### src/hdl/joystick_jog_command_generator_unit_macros.svh
// ----------------------------------------------------------------------------
// Joystick jog command generator - assertion macros
// Clocked on clk, disabled while rst is high.
// ----------------------------------------------------------------------------
`ifndef JOYSTICK_JOG_COMMAND_GENERATOR_UNIT_MACROS_SVH
`define JOYSTICK_JOG_COMMAND_GENERATOR_UNIT_MACROS_SVH

// same-cycle implication
`define JJCG_ASSERT_NOW(lbl, ante, cons, msg) \
  lbl: assert property (@(posedge clk) disable iff (rst) (ante) |-> (cons)) \
    else $error(msg);

// next-cycle implication
`define JJCG_ASSERT_NXT(lbl, ante, cons, msg) \
  lbl: assert property (@(posedge clk) disable iff (rst) (ante) |=> (cons)) \
    else $error(msg);

`endif

### src/hdl/jjcg_pkg.sv
// ----------------------------------------------------------------------------
// jjcg_pkg
// Constants shared by the joystick jog command generator.
// ----------------------------------------------------------------------------
package jjcg_pkg;

  // register indexes (byte address = 4 * index)
  localparam logic [1:0] REG_SENS       = 2'd0;
  localparam logic [1:0] REG_DEADZONE   = 2'd1;
  localparam logic [1:0] REG_FEED_LIMIT = 2'd2;
  localparam logic [1:0] REG_MAX_OUT    = 2'd3;

  localparam logic [6:0]  SENS_RESET       = 7'd50;
  localparam logic [6:0]  DEADZONE_RESET   = 7'd15;
  localparam logic [11:0] FEED_LIMIT_RESET = 12'd2000;
  localparam logic [2:0]  MAX_OUT_RESET    = 3'd3;

  localparam logic [7:0]  STICK_CENTRE = 8'd127;
  localparam logic [7:0]  STICK_DISC   = 8'd255;
  localparam logic [6:0]  SENS_MAX     = 7'd100;
  localparam logic [7:0]  DEFL_SPAN    = 8'd128;
  localparam logic [7:0]  PCT_SCALE    = 8'd100;
  localparam logic [15:0] FEED_FLOOR   = 16'd160;
  localparam logic [16:0] DIST_FLOOR   = 17'd266;

  localparam int IN_DATA_W  = 24;
  localparam int OUT_DATA_W = 40;

  // result beat bit positions
  localparam int OB_CANCEL = 0;
  localparam int OB_REINIT = 1;
  localparam int OB_SEND   = 2;
  localparam int OB_AXIS   = 3;
  localparam int OB_NEG    = 4;
  localparam int OB_FEED   = 5;
  localparam int OB_DIST   = 21;

endpackage

### src/hdl/joystick_jog_command_generator_unit.sv
// ----------------------------------------------------------------------------
// joystick_jog_command_generator_unit
// Turns one joystick sample per beat into cancel, reinit and jog commands.
// ----------------------------------------------------------------------------
// One input beat is one sampling period and gives exactly one result beat.
// A sample that sends no jog passes through the EVAL and DONE states to the
// result register. A sample that sends a jog takes three passes through the
// shared 20x8 multiplier, then 16 steps of the bit-serial divider for the
// feed and, unless the feed falls to the 10 mm/min floor, 17 more for the
// distance. s_tready is high only between samples, so no new sample is
// taken before the last result is in the output register; a finished
// result waits there while the next sample is taken in.
`include "joystick_jog_command_generator_unit_macros.svh"

module joystick_jog_command_generator_unit (
  input  logic                              clk,
  input  logic                              rst,
  // s_tdata: machine_ready[0], acks_received[3:1], read_ok[4],
  //          stick_x[12:5], stick_y[20:13], zero fill [23:21]
  input  logic                              s_tvalid,
  output logic                              s_tready,
  input  logic [jjcg_pkg::IN_DATA_W-1:0]    s_tdata,
  // m_tdata: cancel_jog[0], reinit_device[1], send_jog[2], jog_axis[3],
  //          jog_negative[4], feed_q4[20:5], distance_q4[37:21], zero fill [39:38]
  output logic                              m_tvalid,
  input  logic                              m_tready,
  output logic [jjcg_pkg::OUT_DATA_W-1:0]   m_tdata,
  input  logic                              psel,
  input  logic                              penable,
  input  logic                              pwrite,
  input  logic [3:0]                        paddr,
  input  logic [31:0]                       pwdata,
  output logic [31:0]                       prdata,
  output logic                              pready
);

  localparam logic [2:0] ST_IDLE  = 3'd0;
  localparam logic [2:0] ST_EVAL  = 3'd1;
  localparam logic [2:0] ST_MUL_D = 3'd2;
  localparam logic [2:0] ST_MUL_A = 3'd3;
  localparam logic [2:0] ST_MUL_S = 3'd4;
  localparam logic [2:0] ST_DIV_F = 3'd5;
  localparam logic [2:0] ST_DIV_D = 3'd6;
  localparam logic [2:0] ST_DONE  = 3'd7;

  logic [2:0]  state;

  logic [6:0]  sens;
  logic [6:0]  deadzone;
  logic [11:0] feed_limit;
  logic [2:0]  max_out;

  logic        jogging;
  logic [2:0]  outstanding;

  logic        in_ready;
  logic [2:0]  in_acks;
  logic        in_rok;
  logic [7:0]  in_x;
  logic [7:0]  in_y;

  logic        r_cancel;
  logic        r_reinit;
  logic        r_send;
  logic        r_axis;
  logic        r_neg;
  logic [15:0] r_feed;
  logic [16:0] r_dist;

  logic [7:0]  a_r;
  logic [19:0] prod;
  logic [29:0] num;
  logic [13:0] den;

  logic [15:0] rem;
  logic [15:0] divisor;
  logic [16:0] low;
  logic [4:0]  cnt;

  // ---- sample evaluation ----
  logic [7:0]  x_raw;
  logic [7:0]  y_raw;
  logic [7:0]  ax;
  logic [7:0]  ay;
  logic        pick_x;
  logic [7:0]  a_sel;
  logic        neg_sel;
  logic        disc;
  logic [2:0]  oc_sub;
  logic [6:0]  sens_sat;

  always_comb begin
    x_raw = (in_x >= jjcg_pkg::STICK_CENTRE) ? in_x - jjcg_pkg::STICK_CENTRE
                                             : jjcg_pkg::STICK_CENTRE - in_x;
    y_raw = (in_y >= jjcg_pkg::STICK_CENTRE) ? in_y - jjcg_pkg::STICK_CENTRE
                                             : jjcg_pkg::STICK_CENTRE - in_y;
    ax = (x_raw < {1'b0, deadzone}) ? 8'd0 : x_raw;
    ay = (y_raw < {1'b0, deadzone}) ? 8'd0 : y_raw;
    pick_x = ax > ay;
    a_sel = (pick_x ? ax : ay) - {1'b0, deadzone};
    neg_sel = pick_x ? (in_x < jjcg_pkg::STICK_CENTRE) : (in_y < jjcg_pkg::STICK_CENTRE);
    disc = (in_x == jjcg_pkg::STICK_DISC) && (in_y == jjcg_pkg::STICK_DISC);
    oc_sub = (outstanding > in_acks) ? outstanding - in_acks : 3'd0;
    sens_sat = (sens > jjcg_pkg::SENS_MAX) ? jjcg_pkg::SENS_MAX : sens;
  end

  // ---- shared multiplier ----
  logic [19:0] mul_x;
  logic [7:0]  mul_y;
  logic [27:0] mul_p;

  always_comb begin
    case (state)
      ST_MUL_D: begin
        mul_x = {12'd0, jjcg_pkg::DEFL_SPAN - {1'b0, deadzone}};
        mul_y = jjcg_pkg::PCT_SCALE;
      end
      ST_MUL_A: begin
        mul_x = {8'd0, feed_limit};
        mul_y = a_r;
      end
      ST_MUL_S: begin
        mul_x = prod;
        mul_y = {1'b0, sens_sat};
      end
      default: begin
        mul_x = '0;
        mul_y = '0;
      end
    endcase
    mul_p = mul_x * mul_y;
  end

  // ---- shared divider step (one quotient bit per cycle) ----
  logic [16:0] div_t;
  logic [16:0] div_diff;
  logic        div_ge;
  logic [15:0] rem_next;
  logic [16:0] low_next;
  logic [31:0] num5;

  always_comb begin
    div_t    = {rem, low[16]};
    div_diff = div_t - {1'b0, divisor};
    div_ge   = div_t >= {1'b0, divisor};
    rem_next = div_ge ? div_diff[15:0] : div_t[15:0];
    low_next = {low[15:0], div_ge};
    num5     = {2'b00, num} + {num, 2'b00};
  end

  assign s_tready = (state == ST_IDLE);
  assign pready   = 1'b1;

  // ---- configuration ----
  always_ff @(posedge clk) begin
    if (rst) begin
      sens       <= jjcg_pkg::SENS_RESET;
      deadzone   <= jjcg_pkg::DEADZONE_RESET;
      feed_limit <= jjcg_pkg::FEED_LIMIT_RESET;
      max_out    <= jjcg_pkg::MAX_OUT_RESET;
    end else if (psel && penable && pwrite) begin
      case (paddr[3:2])
        jjcg_pkg::REG_SENS:       sens       <= pwdata[6:0];
        jjcg_pkg::REG_DEADZONE:   deadzone   <= pwdata[6:0];
        jjcg_pkg::REG_FEED_LIMIT: feed_limit <= pwdata[11:0];
        jjcg_pkg::REG_MAX_OUT:    max_out    <= pwdata[2:0];
        default: ;
      endcase
    end
  end

  always_comb begin
    case (paddr[3:2])
      jjcg_pkg::REG_SENS:       prdata = {25'd0, sens};
      jjcg_pkg::REG_DEADZONE:   prdata = {25'd0, deadzone};
      jjcg_pkg::REG_FEED_LIMIT: prdata = {20'd0, feed_limit};
      jjcg_pkg::REG_MAX_OUT:    prdata = {29'd0, max_out};
      default:                  prdata = '0;
    endcase
  end

  // ---- control state ----
  always_ff @(posedge clk) begin
    if (rst) begin
      state       <= ST_IDLE;
      m_tvalid    <= 1'b0;
      jogging     <= 1'b0;
      outstanding <= '0;
    end else begin
      if (m_tvalid && m_tready) m_tvalid <= 1'b0;
      case (state)
        ST_IDLE: begin
          if (s_tvalid) state <= ST_EVAL;
        end
        ST_EVAL: begin
          state <= ST_DONE;
          if (!in_ready) begin
            jogging     <= 1'b0;
            outstanding <= '0;
          end else begin
            outstanding <= oc_sub;
            if (!in_rok) begin
            end else if (disc || (ax == 8'd0 && ay == 8'd0)) begin
              jogging     <= 1'b0;
              outstanding <= '0;
            end else if (oc_sub >= max_out) begin
            end else begin
              jogging     <= 1'b1;
              outstanding <= oc_sub + 3'd1;
              state       <= ST_MUL_D;
            end
          end
        end
        ST_MUL_D: state <= ST_MUL_A;
        ST_MUL_A: state <= ST_MUL_S;
        ST_MUL_S: state <= ST_DIV_F;
        ST_DIV_F: begin
          if (cnt == 5'd0) begin
            state <= (low_next[15:0] < jjcg_pkg::FEED_FLOOR) ? ST_DONE : ST_DIV_D;
          end
        end
        ST_DIV_D: begin
          if (cnt == 5'd0) state <= ST_DONE;
        end
        ST_DONE: begin
          if (!m_tvalid || m_tready) begin
            m_tvalid <= 1'b1;
            state    <= ST_IDLE;
          end
        end
        default: state <= ST_IDLE;
      endcase
    end
  end

  // ---- datapath ----
  always_ff @(posedge clk) begin
    case (state)
      ST_IDLE: begin
        if (s_tvalid) begin
          in_ready <= s_tdata[0];
          in_acks  <= s_tdata[3:1];
          in_rok   <= s_tdata[4];
          in_x     <= s_tdata[12:5];
          in_y     <= s_tdata[20:13];
        end
      end
      ST_EVAL: begin
        r_cancel <= 1'b0;
        r_reinit <= 1'b0;
        r_send   <= 1'b0;
        r_axis   <= 1'b0;
        r_neg    <= 1'b0;
        r_feed   <= '0;
        r_dist   <= '0;
        a_r      <= a_sel;
        if (!in_ready) begin
          r_cancel <= jogging;
        end else if (!in_rok) begin
          r_reinit <= 1'b1;
        end else if (disc) begin
          r_cancel <= jogging;
          r_reinit <= 1'b1;
        end else if (ax == 8'd0 && ay == 8'd0) begin
          r_cancel <= jogging;
        end else if (oc_sub < max_out) begin
          r_send <= 1'b1;
          r_axis <= !pick_x;
          r_neg  <= neg_sel;
        end
      end
      ST_MUL_D: den  <= mul_p[13:0];
      ST_MUL_A: prod <= mul_p[19:0];
      ST_MUL_S: begin
        // feed numerator: feed_limit * a * sens * 16
        num     <= {mul_p[25:0], 4'b0000};
        rem     <= {2'd0, mul_p[25:12]};
        low     <= {mul_p[11:0], 5'b00000};
        divisor <= {2'b00, den};
        cnt     <= 5'd15;
      end
      ST_DIV_F: begin
        rem <= rem_next;
        low <= low_next;
        cnt <= cnt - 5'd1;
        if (cnt == 5'd0) begin
          if (low_next[15:0] < jjcg_pkg::FEED_FLOOR) begin
            r_feed <= jjcg_pkg::FEED_FLOOR;
            r_dist <= jjcg_pkg::DIST_FLOOR;
          end else begin
            r_feed  <= low_next[15:0];
            rem     <= {1'b0, num5[31:17]};
            low     <= num5[16:0];
            divisor <= {2'b00, den} + {1'b0, den, 1'b0};
            cnt     <= 5'd16;
          end
        end
      end
      ST_DIV_D: begin
        rem <= rem_next;
        low <= low_next;
        cnt <= cnt - 5'd1;
        if (cnt == 5'd0) r_dist <= low_next;
      end
      ST_DONE: begin
        if (!m_tvalid || m_tready) begin
          m_tdata <= {2'b00, r_dist, r_feed, r_neg, r_axis, r_send, r_reinit, r_cancel};
        end
      end
      default: ;
    endcase
  end

  // ---- assertions ----
  `JJCG_ASSERT_NOW(a_div_rem_below, (state == ST_DIV_F || state == ST_DIV_D),
    (rem < divisor), "divider remainder not below divisor")
  `JJCG_ASSERT_NOW(a_feed_floor, (m_tvalid && m_tdata[jjcg_pkg::OB_SEND]),
    (m_tdata[jjcg_pkg::OB_DIST-1:jjcg_pkg::OB_FEED] >= jjcg_pkg::FEED_FLOOR),
    "jog sent below feed floor")
  `JJCG_ASSERT_NOW(a_idle_fields, (m_tvalid && !m_tdata[jjcg_pkg::OB_SEND]),
    (m_tdata[37:jjcg_pkg::OB_AXIS] == 35'd0), "jog fields set without send")
  `JJCG_ASSERT_NXT(a_one_at_a_time, (s_tvalid && s_tready), (!s_tready),
    "sample taken while busy")

endmodule

### config.mk
export PLATFORM = sky130hd
export DESIGN_NAME = joystick_jog_command_generator_unit
export DESIGN_NICKNAME = d
export VERILOG_FILES = /design/src/hdl/jjcg_pkg.sv /design/src/hdl/joystick_jog_command_generator_unit.sv
export VERILOG_INCLUDE_DIRS = /design/src /design/src/hdl
export SDC_FILE = /design/constraint.sdc
export NUM_CORES = 1
export LEC_CHECK = 0
export ABC_AREA = 1
export BUFFER_PORTS_ARGS = -buffer_cell sky130_fd_sc_hd__buf_2
export CAP_MARGIN = 5
export CELL_PAD_IN_SITES_DETAIL_PLACEMENT = 1
export CELL_PAD_IN_SITES_GLOBAL_PLACEMENT = 1
export CORE_ASPECT_RATIO = 0.8
export CORE_MARGIN = 3
export CORE_UTILIZATION = 46
export DETAILED_ROUTE_END_ITERATION = 12
export PLACE_DENSITY = 0.78
export SYNTH_ARGS = -nofsm -noshare
export SYNTH_HDL_FRONTEND = slang
export SYNTH_SLANG_ARGS = --single-unit
### constraint.sdc
create_clock -name clk -period 8.2 [get_ports clk]
set_input_delay 0.82 -clock clk [delete_from_list [all_inputs] [get_ports clk]]
set_output_delay 0.82 -clock clk [all_outputs]
set_load 0.01 [all_outputs]
==> results of run 1 <==
==> kinds of logic (layout without fill, tap and decap cells) <==
group	Yosys count	after routing
compound gates	352	352
xor+xnor	69	69
simple gates	788	788
flops	256	256
fa+ha+maj	250	250
buf+inv	468	571
other cells	2	29
==> Yosys cell counts (5+ instances only) <==
cell      count
nor4_1        7
edfxtp_1    219
a21o_1        7
clkbuf_1     21
nor2_2        7
a21boi_0      5
nand3b_1      9
nor3_1       10
dfxtp_1      37
nand3_1      87
buf_4        23
o21bai_1      8
nand4_1      10
nand2_2       8
o22ai_1       6
o211ai_1     26
nor2_1      224
a31oi_1       6
o21ai_0     134
inv_1       401
nand2_1     401
xnor2_1      32
a21oi_1     121
ha_1        138
inv_2         5
buf_2         9
fa_1        112
o21ai_1       7
or2_2         8
xor2_1       37
==> flip-flops by register name, summed over array words and instances (netlist names), 5 cells and up <==
register / cells
in_x: 8
divisor: 16
r_feed: 16
r_dist: 17
rem: 16
den: 14
deadzone: 7
m_tdata: 38
feed_limit: 12
sens: 7
low: 17
cnt: 5
prod: 20
a_r: 8
in_y: 8
num: 26
==> worst max-delay path, cell delays in order (launching register included) <==
cell and delay (ps):
dfxtp_1 390, inv_1 100, ha_1 230, nand2_1 330
inv_2 290, a221oi_1 660, inv_1 520, nand2_1 190
fa_1 460, fa_1 550, inv_1 60, fa_1 530
inv_1 50, fa_1 530, inv_1 40, ha_1 340
nand2_1 110, inv_1 40, a21boi_1 210, o21ai_0 160
a21oi_1 320, o21ai_1 160, a21oi_1 240, nand2_1 100
nand3_1 130, nand3_1 120
==> where the power goes <==
group | internal [uW] | switching (uW)
Clock | 813 | 569
Sequential | 1880 | 176
Combinational | 893 | 1890
==> final cells by class <==
type                            count  area, um2
Inverter                          410       1541
Fill cell                        4837      19630
Multi-Input combinational cell   1488      10030
Clock buffer                       34      743.2
Sequential cell                   256       7317
Tap cell                          544      680.7
Timing Repair Buffer              109      585.6
Clock inverter                     18      269.0
==> through the flow <==
step / cell area, um2 / util, %
3_5_place_dp: 20150 / 49.40
3_3_place_gp: 20150 / 49.40
2_1_floorplan: 19200 / -
5_1_grt: 21160 / 51.88
4_1_cts: 21160 / 51.88
6_report: 21160 / 51.88
==> worst max-delay path by stage <==
stage	start	endpoint	slack, ps	cells past startpoint
global route	state[1]	rem[7]	580	25
global placement	state[0]	rem[9]	1390	25
floorplan	state[1]	num[23]	2040	24
detailed placement	state[0]	rem[7]	1220	25
finish	state[0]	rem[7]	1080	25
CTS	state[0]	rem[7]	1120	25
==> layer usage <==
layer | up-vias | GRT usage [%] | wire length, um | share of wire [%]
met5 | - | 0 | 0 | 0
met2 | 336 | 44.44 | 26900 | 48
met1 | 7571 | 34.89 | 25190 | 45
met3 | 71 | 3.129 | 2339 | 4.2
li1 | 7267 | - | - | -
met4 | 0 | 5.459 | 1141 | 2.1
==> results.py, run 1 <==
metrics = {
    "setup_path": {
        "regToRegEndpoint": "rem[7]",
        "r2r_setup_slack_ps": 1080,
        "worst-r2r-cell-count": 25,
        "cp_max_fo": 21,
        "startpoint_type": "flip-flop",
        "arrival_ps": 7420,
        "required_ps": 8500,
        "crit_type": "reg -> reg",
        "cp-end-kind": "flip-flop",
        "reg2reg_from": "state[0]",
    },
    "clock_network": {
        "cts_resized": 0,
        "cts.hold.buffers_added": 0,
        "clk_latency_ps": 590,
        "cts_sinks": 256,
        "clockBufferDepth": 3,
        "cts_tree": "built",
        "cts_setup_buffers": 0,
        "path_clk_slew_ps": 70,
        "htree_levels": 1,
        "numCtsBuffers": 28,
        "cts_root_buf": "clkbuf_16",
    },
    "die": {
        "die_height_um": 188.2,
        "core_area_um2": 40790,
        "die_w_um": 233.8,
        "initial_core_util_pct": 46.81,
        "dieArea_um2": 44010,
        "rows": 66,
        "ios": 142,
    },
    "routing": {
        "drc": 0,
        "vias": 15245,
        "vias_per_cell": 5.332,
        "drtIter0Drc": 960,
        "ant_nets": 0,
        "post_drt_wl_per_cell_um": 19.44,
        "drt_first_pass_iters": 5,
        "wirelength_um": 55580,
    },
    "synth": {
        "ys_types": 59,
        "synthCells": 2185,
        "synth-edff-count": 219,
        "synthXorXnorAreaFrac_pct": 3.165,
        "synth.top_cells.by_area": "edfxtp_1 34%, fa_1 12%, ha_1 9.0%, inv_1 7.9%, nand2_1 7.9%",
        "async_flop_share_pct": 0,
        "yosys.area_share.simple_pct": 17.31,
        "synth_top_area_share_pct": 34.44,
        "synth_compound_area_share_pct": 10.53,
        "synth-adder-area-share_pct": 20.78,
        "muxShareOfSynthArea_pct": 0,
        "synth.cell_area_um2": 19100,
        "yosysTopAreaCell": "edfxtp_1",
        "ys_seq_area_share_pct": 38.32,
        "ys_ff_latch": 256,
        "yosysWarningCount": 0,
        "synth-main-ff-cell": "edfxtp_1",
        "synth_top_family_by_area": "adder cells",
        "synth.avg_cell_area_um2": 8.740,
    },
    "final_layout": {
        "layout-drive-gt1-share_pct": 9.028,
        "fin_cells": 2859,
        "nNetsFinal": 2610,
        "layout_common_cells": "401 x inv_1, 400 x nand2_1, 220 x nor2_1",
        "areaGrowthSynthToFinish_pct": 10.82,
        "diodes": 0,
        "layout_commonest_cell": "inv_1",
    },
    "min_path": {
        "min_path_cells": 0,
        "min_from": "r_feed[7]",
        "hold_end": "m_tdata[12]",
        "worstHoldPathType": "reg -> reg",
    },
    "placed_design": {
        "portBuffers": 93,
        "dp_cells": 2807,
        "gp_congestion": 0.8794,
        "dp_slack_ps": 1223,
        "place_hpwl_um": 43080,
    },
    "global_routing": {
        "grt_pass1_vias": 16701,
        "overflow": 0,
        "track_usage_pct": 25.73,
        "grt_pass1_wl_um": 89870,
        "grt_max_degree": 40,
        "antenna_found_initial": 0,
    },
    "sta": {
        "setup_slack_ps": 1084,
        "max-slew-margin-rel_pct": 24.57,
        "hold_viol_final": 0,
        "worst_pin_slew_ps": 1129,
        "finalSetupViolCount": 0,
        "tns_ps": 0,
        "whs_ps": 416.8,
        "fin_crit_ps": 7116,
        "fin_worst_skew_ps": 27.65,
        "finalMaxSlewViolations": 0,
        "grt_setup_unrepaired": "false",
        "fmax_ghz": 0.1405,
        "finalCritPeriodShare_pct": 86.78,
    },
    "flow_run": {
        "cap_viol_max_count": 0,
    },
    "power_and_ir_drop": {
        "p_leak_uw": 0.01008,
        "power_uw": 6217,
        "ir_worst_vdd_mv": 0.1869,
        "pwr_density_cell_nw_per_um2": 293.8,
    },
    "run_status": {
        "status": "finished, final reports clean",
    },
}
Note: power is estimated with default switching activity, not from simulation.
==> run 2, diff against run 1 <==
--- a/config.mk
+++ b/config.mk
@@ -13,9 +13,9 @@
 export CELL_PAD_IN_SITES_GLOBAL_PLACEMENT = 1
 export CORE_ASPECT_RATIO = 0.8
 export CORE_MARGIN = 3
-export CORE_UTILIZATION = 46
+export CORE_UTILIZATION = 43
 export DETAILED_ROUTE_END_ITERATION = 12
-export PLACE_DENSITY = 0.78
+export PLACE_DENSITY = 0.76
 export SYNTH_ARGS = -nofsm -noshare
 export SYNTH_HDL_FRONTEND = slang
 export SYNTH_SLANG_ARGS = --single-unit
==> constraint.sdc (replaced) <==
create_clock -name clk -period 6.34 [get_ports clk]
set_input_delay 0.634 -clock clk [delete_from_list [all_inputs] [get_ports clk]]
set_output_delay 0.634 -clock clk [all_outputs]
set_load 0.01 [all_outputs]
==> run 2 against run 1 <==
Effect of this change: clock skew fell by 12 ps; flip-flop and latch count unchanged; routed wire length is 0.16% higher; sequential power up 29%; global-route usage fell by 2.3 points; sequential share of layout area fell by 0.70 points; combinational power grew 33%; highest routed layer unchanged; largest power group unchanged.
==> results.py, run 2 (synthesis gave the netlist of run 1 again) <==
metrics = {
    "sta": {
        "worst_pin_slew_ps": 1107,
        "tns_ps": 0,
        "finalCritPeriodShare_pct": 95.73,
        "finalSetupViolCount": 0,
        "fin_crit_ps": 6069,
        "hold_viol_final": 0,
        "finalMaxSlewViolations": 0,
        "fin_worst_skew_ps": 15.89,
        "fmax_ghz": 0.1648,
        "whs_ps": 236.3,
        "grt_setup_unrepaired": "true",
        "setup_slack_ps": 270.5,
        "max-slew-margin-rel_pct": 26.00,
    },
    "final_layout": {
        "nNetsFinal": 2642,
        "areaGrowthSynthToFinish_pct": 13.16,
        "layout_commonest_cell": "nand2_1",
        "largest_register": "m_tdata",
        "fin_cells": 2942,
        "diodes": 0,
        "layout_common_cells": "400 x nand2_1, 398 x inv_1, 220 x nor2_1",
        "largest_register_ffs": 38,
        "final_area_um2": 21610,
        "layout-drive-gt1-share_pct": 11.38,
        "reg_top3": "m_tdata (38), num (26), prod (20)",
    },
    "routing": {
        "drt_first_pass_iters": 5,
        "drtIter0Drc": 880,
        "vias": 15348,
        "vias_per_cell": 5.217,
        "post_drt_wl_per_cell_um": 18.92,
        "wirelength_um": 55660,
        "drc": 0,
        "ant_nets": 0,
    },
    "setup_path": {
        "worst_path_max_delay_cell": "fa_1",
        "worst-path-buf-inv": 6,
        "cpPeakStageDelay_ps": 590,
        "cp-end-kind": "flip-flop",
        "crit_type": "reg -> reg",
        "cp_top_family": "adder cells",
        "required_ps": 6660,
        "cp_max_fo": 7,
        "arrival_ps": 6390,
        "startpoint_type": "flip-flop",
    },
    "placed_design": {
        "portBuffers": 93,
        "dp_cells": 2882,
        "place_area_um2": 20410,
        "gp_congestion": 0.9124,
        "place_hpwl_um": 43690,
        "dp_slack_ps": -102.3,
    },
    "clock_network": {
        "numCtsBuffers": 28,
        "cts_tree": "built",
        "cts_sinks": 256,
        "htree_levels": 1,
        "clk_latency_ps": 580,
        "cts_root_buf": "clkbuf_16",
        "cts.hold.buffers_added": 0,
        "path_clk_slew_ps": 60,
        "clockBufferDepth": 3,
    },
    "flow_run": {
        "cap_viol_max_count": 0,
    },
    "global_routing": {
        "grt_pass1_wl_um": 88600,
        "grt_max_degree": 40,
        "overflow": 0,
        "grt_pass1_vias": 16576,
        "antenna_found_initial": 0,
        "track_usage_pct": 23.44,
    },
    "die": {
        "dieArea_um2": 46990,
        "core_area_um2": 43480,
        "initial_core_util_pct": 43.92,
        "rows": 68,
        "die_w_um": 241.6,
        "die_height_um": 194.5,
        "ios": 142,
    },
    "power_and_ir_drop": {
        "p_leak_uw": 0.01029,
        "ir_worst_vdd_mv": 0.2126,
        "pwr_density_cell_nw_per_um2": 375.2,
    },
    "run_status": {
        "status": "finished, final reports clean",
    },
    "min_path": {
        "worstHoldPathType": "in -> reg",
    },
}
run 2: cell types whose count changed in the layout (fill, tap and decap cells not counted), sizes merged:
| cell | delta |
|---|---|
| clkinv | +10 |
| clkinvlp | -4 |
| buf | +32 |
| inv | -1 |
| clkbuf | -5 |
run 2: cell type report:
class | count | area (um2)
tap | 595 | 744.5
timing repair buffer | 141 | 842.1
clock buffer | 29 | 704.4
clock inverter | 23 | 277.8
multi-input combinational | 1488 | 10170
fill | 5111 | 21870
inverter | 410 | 1545
sequential | 256 | 7321
run 2: layer usage:
layer | wire, um | global-route usage, % | up-vias
li1 | - | - | 7345
met1 | 25280 | 31.39 | 7653
met2 | 27020 | 41.25 | 287
met3 | 2268 | 2.497 | 63
met4 | 1094 | 5.015 | 0
met5 | 0 | 0 | -
run 2: worst paths after layout:
kind	from	endpoint	slack, ps	cells past startpoint
worst max-delay path	state[1]	rem[13]	270	25
worst min-delay path	s_tdata[1]	in_acks[0]	240	1
worst max register to register	state[1]	rem[13]	270	25
worst min register to register	r_dist[10]	m_tdata[31]	420	0
run 2: per-stage QoR:
step	total power [uW]	util, %
detailed placement	6281	46.94
global route	8711	49.70
CTS	8098	49.21
floorplan	5109	-
global placement	6064	46.94
finish	8109	49.70
run 2: power by group:
| part | internal (uW) | switching [uW] |
|---|---|---|
| Sequential | 2430 | 225 |
| Clock | 1020 | 725 |
| Combinational | 1240 | 2470 |
| Total | 4690 | 3420 |
run 2: repair_timing:
item | in CTS | in global routing
setup endpoints to repair | 16 | 32
pin swaps | 0 | 3
buffers inserted | 0 | 8
gates resized for setup | 1 | 32
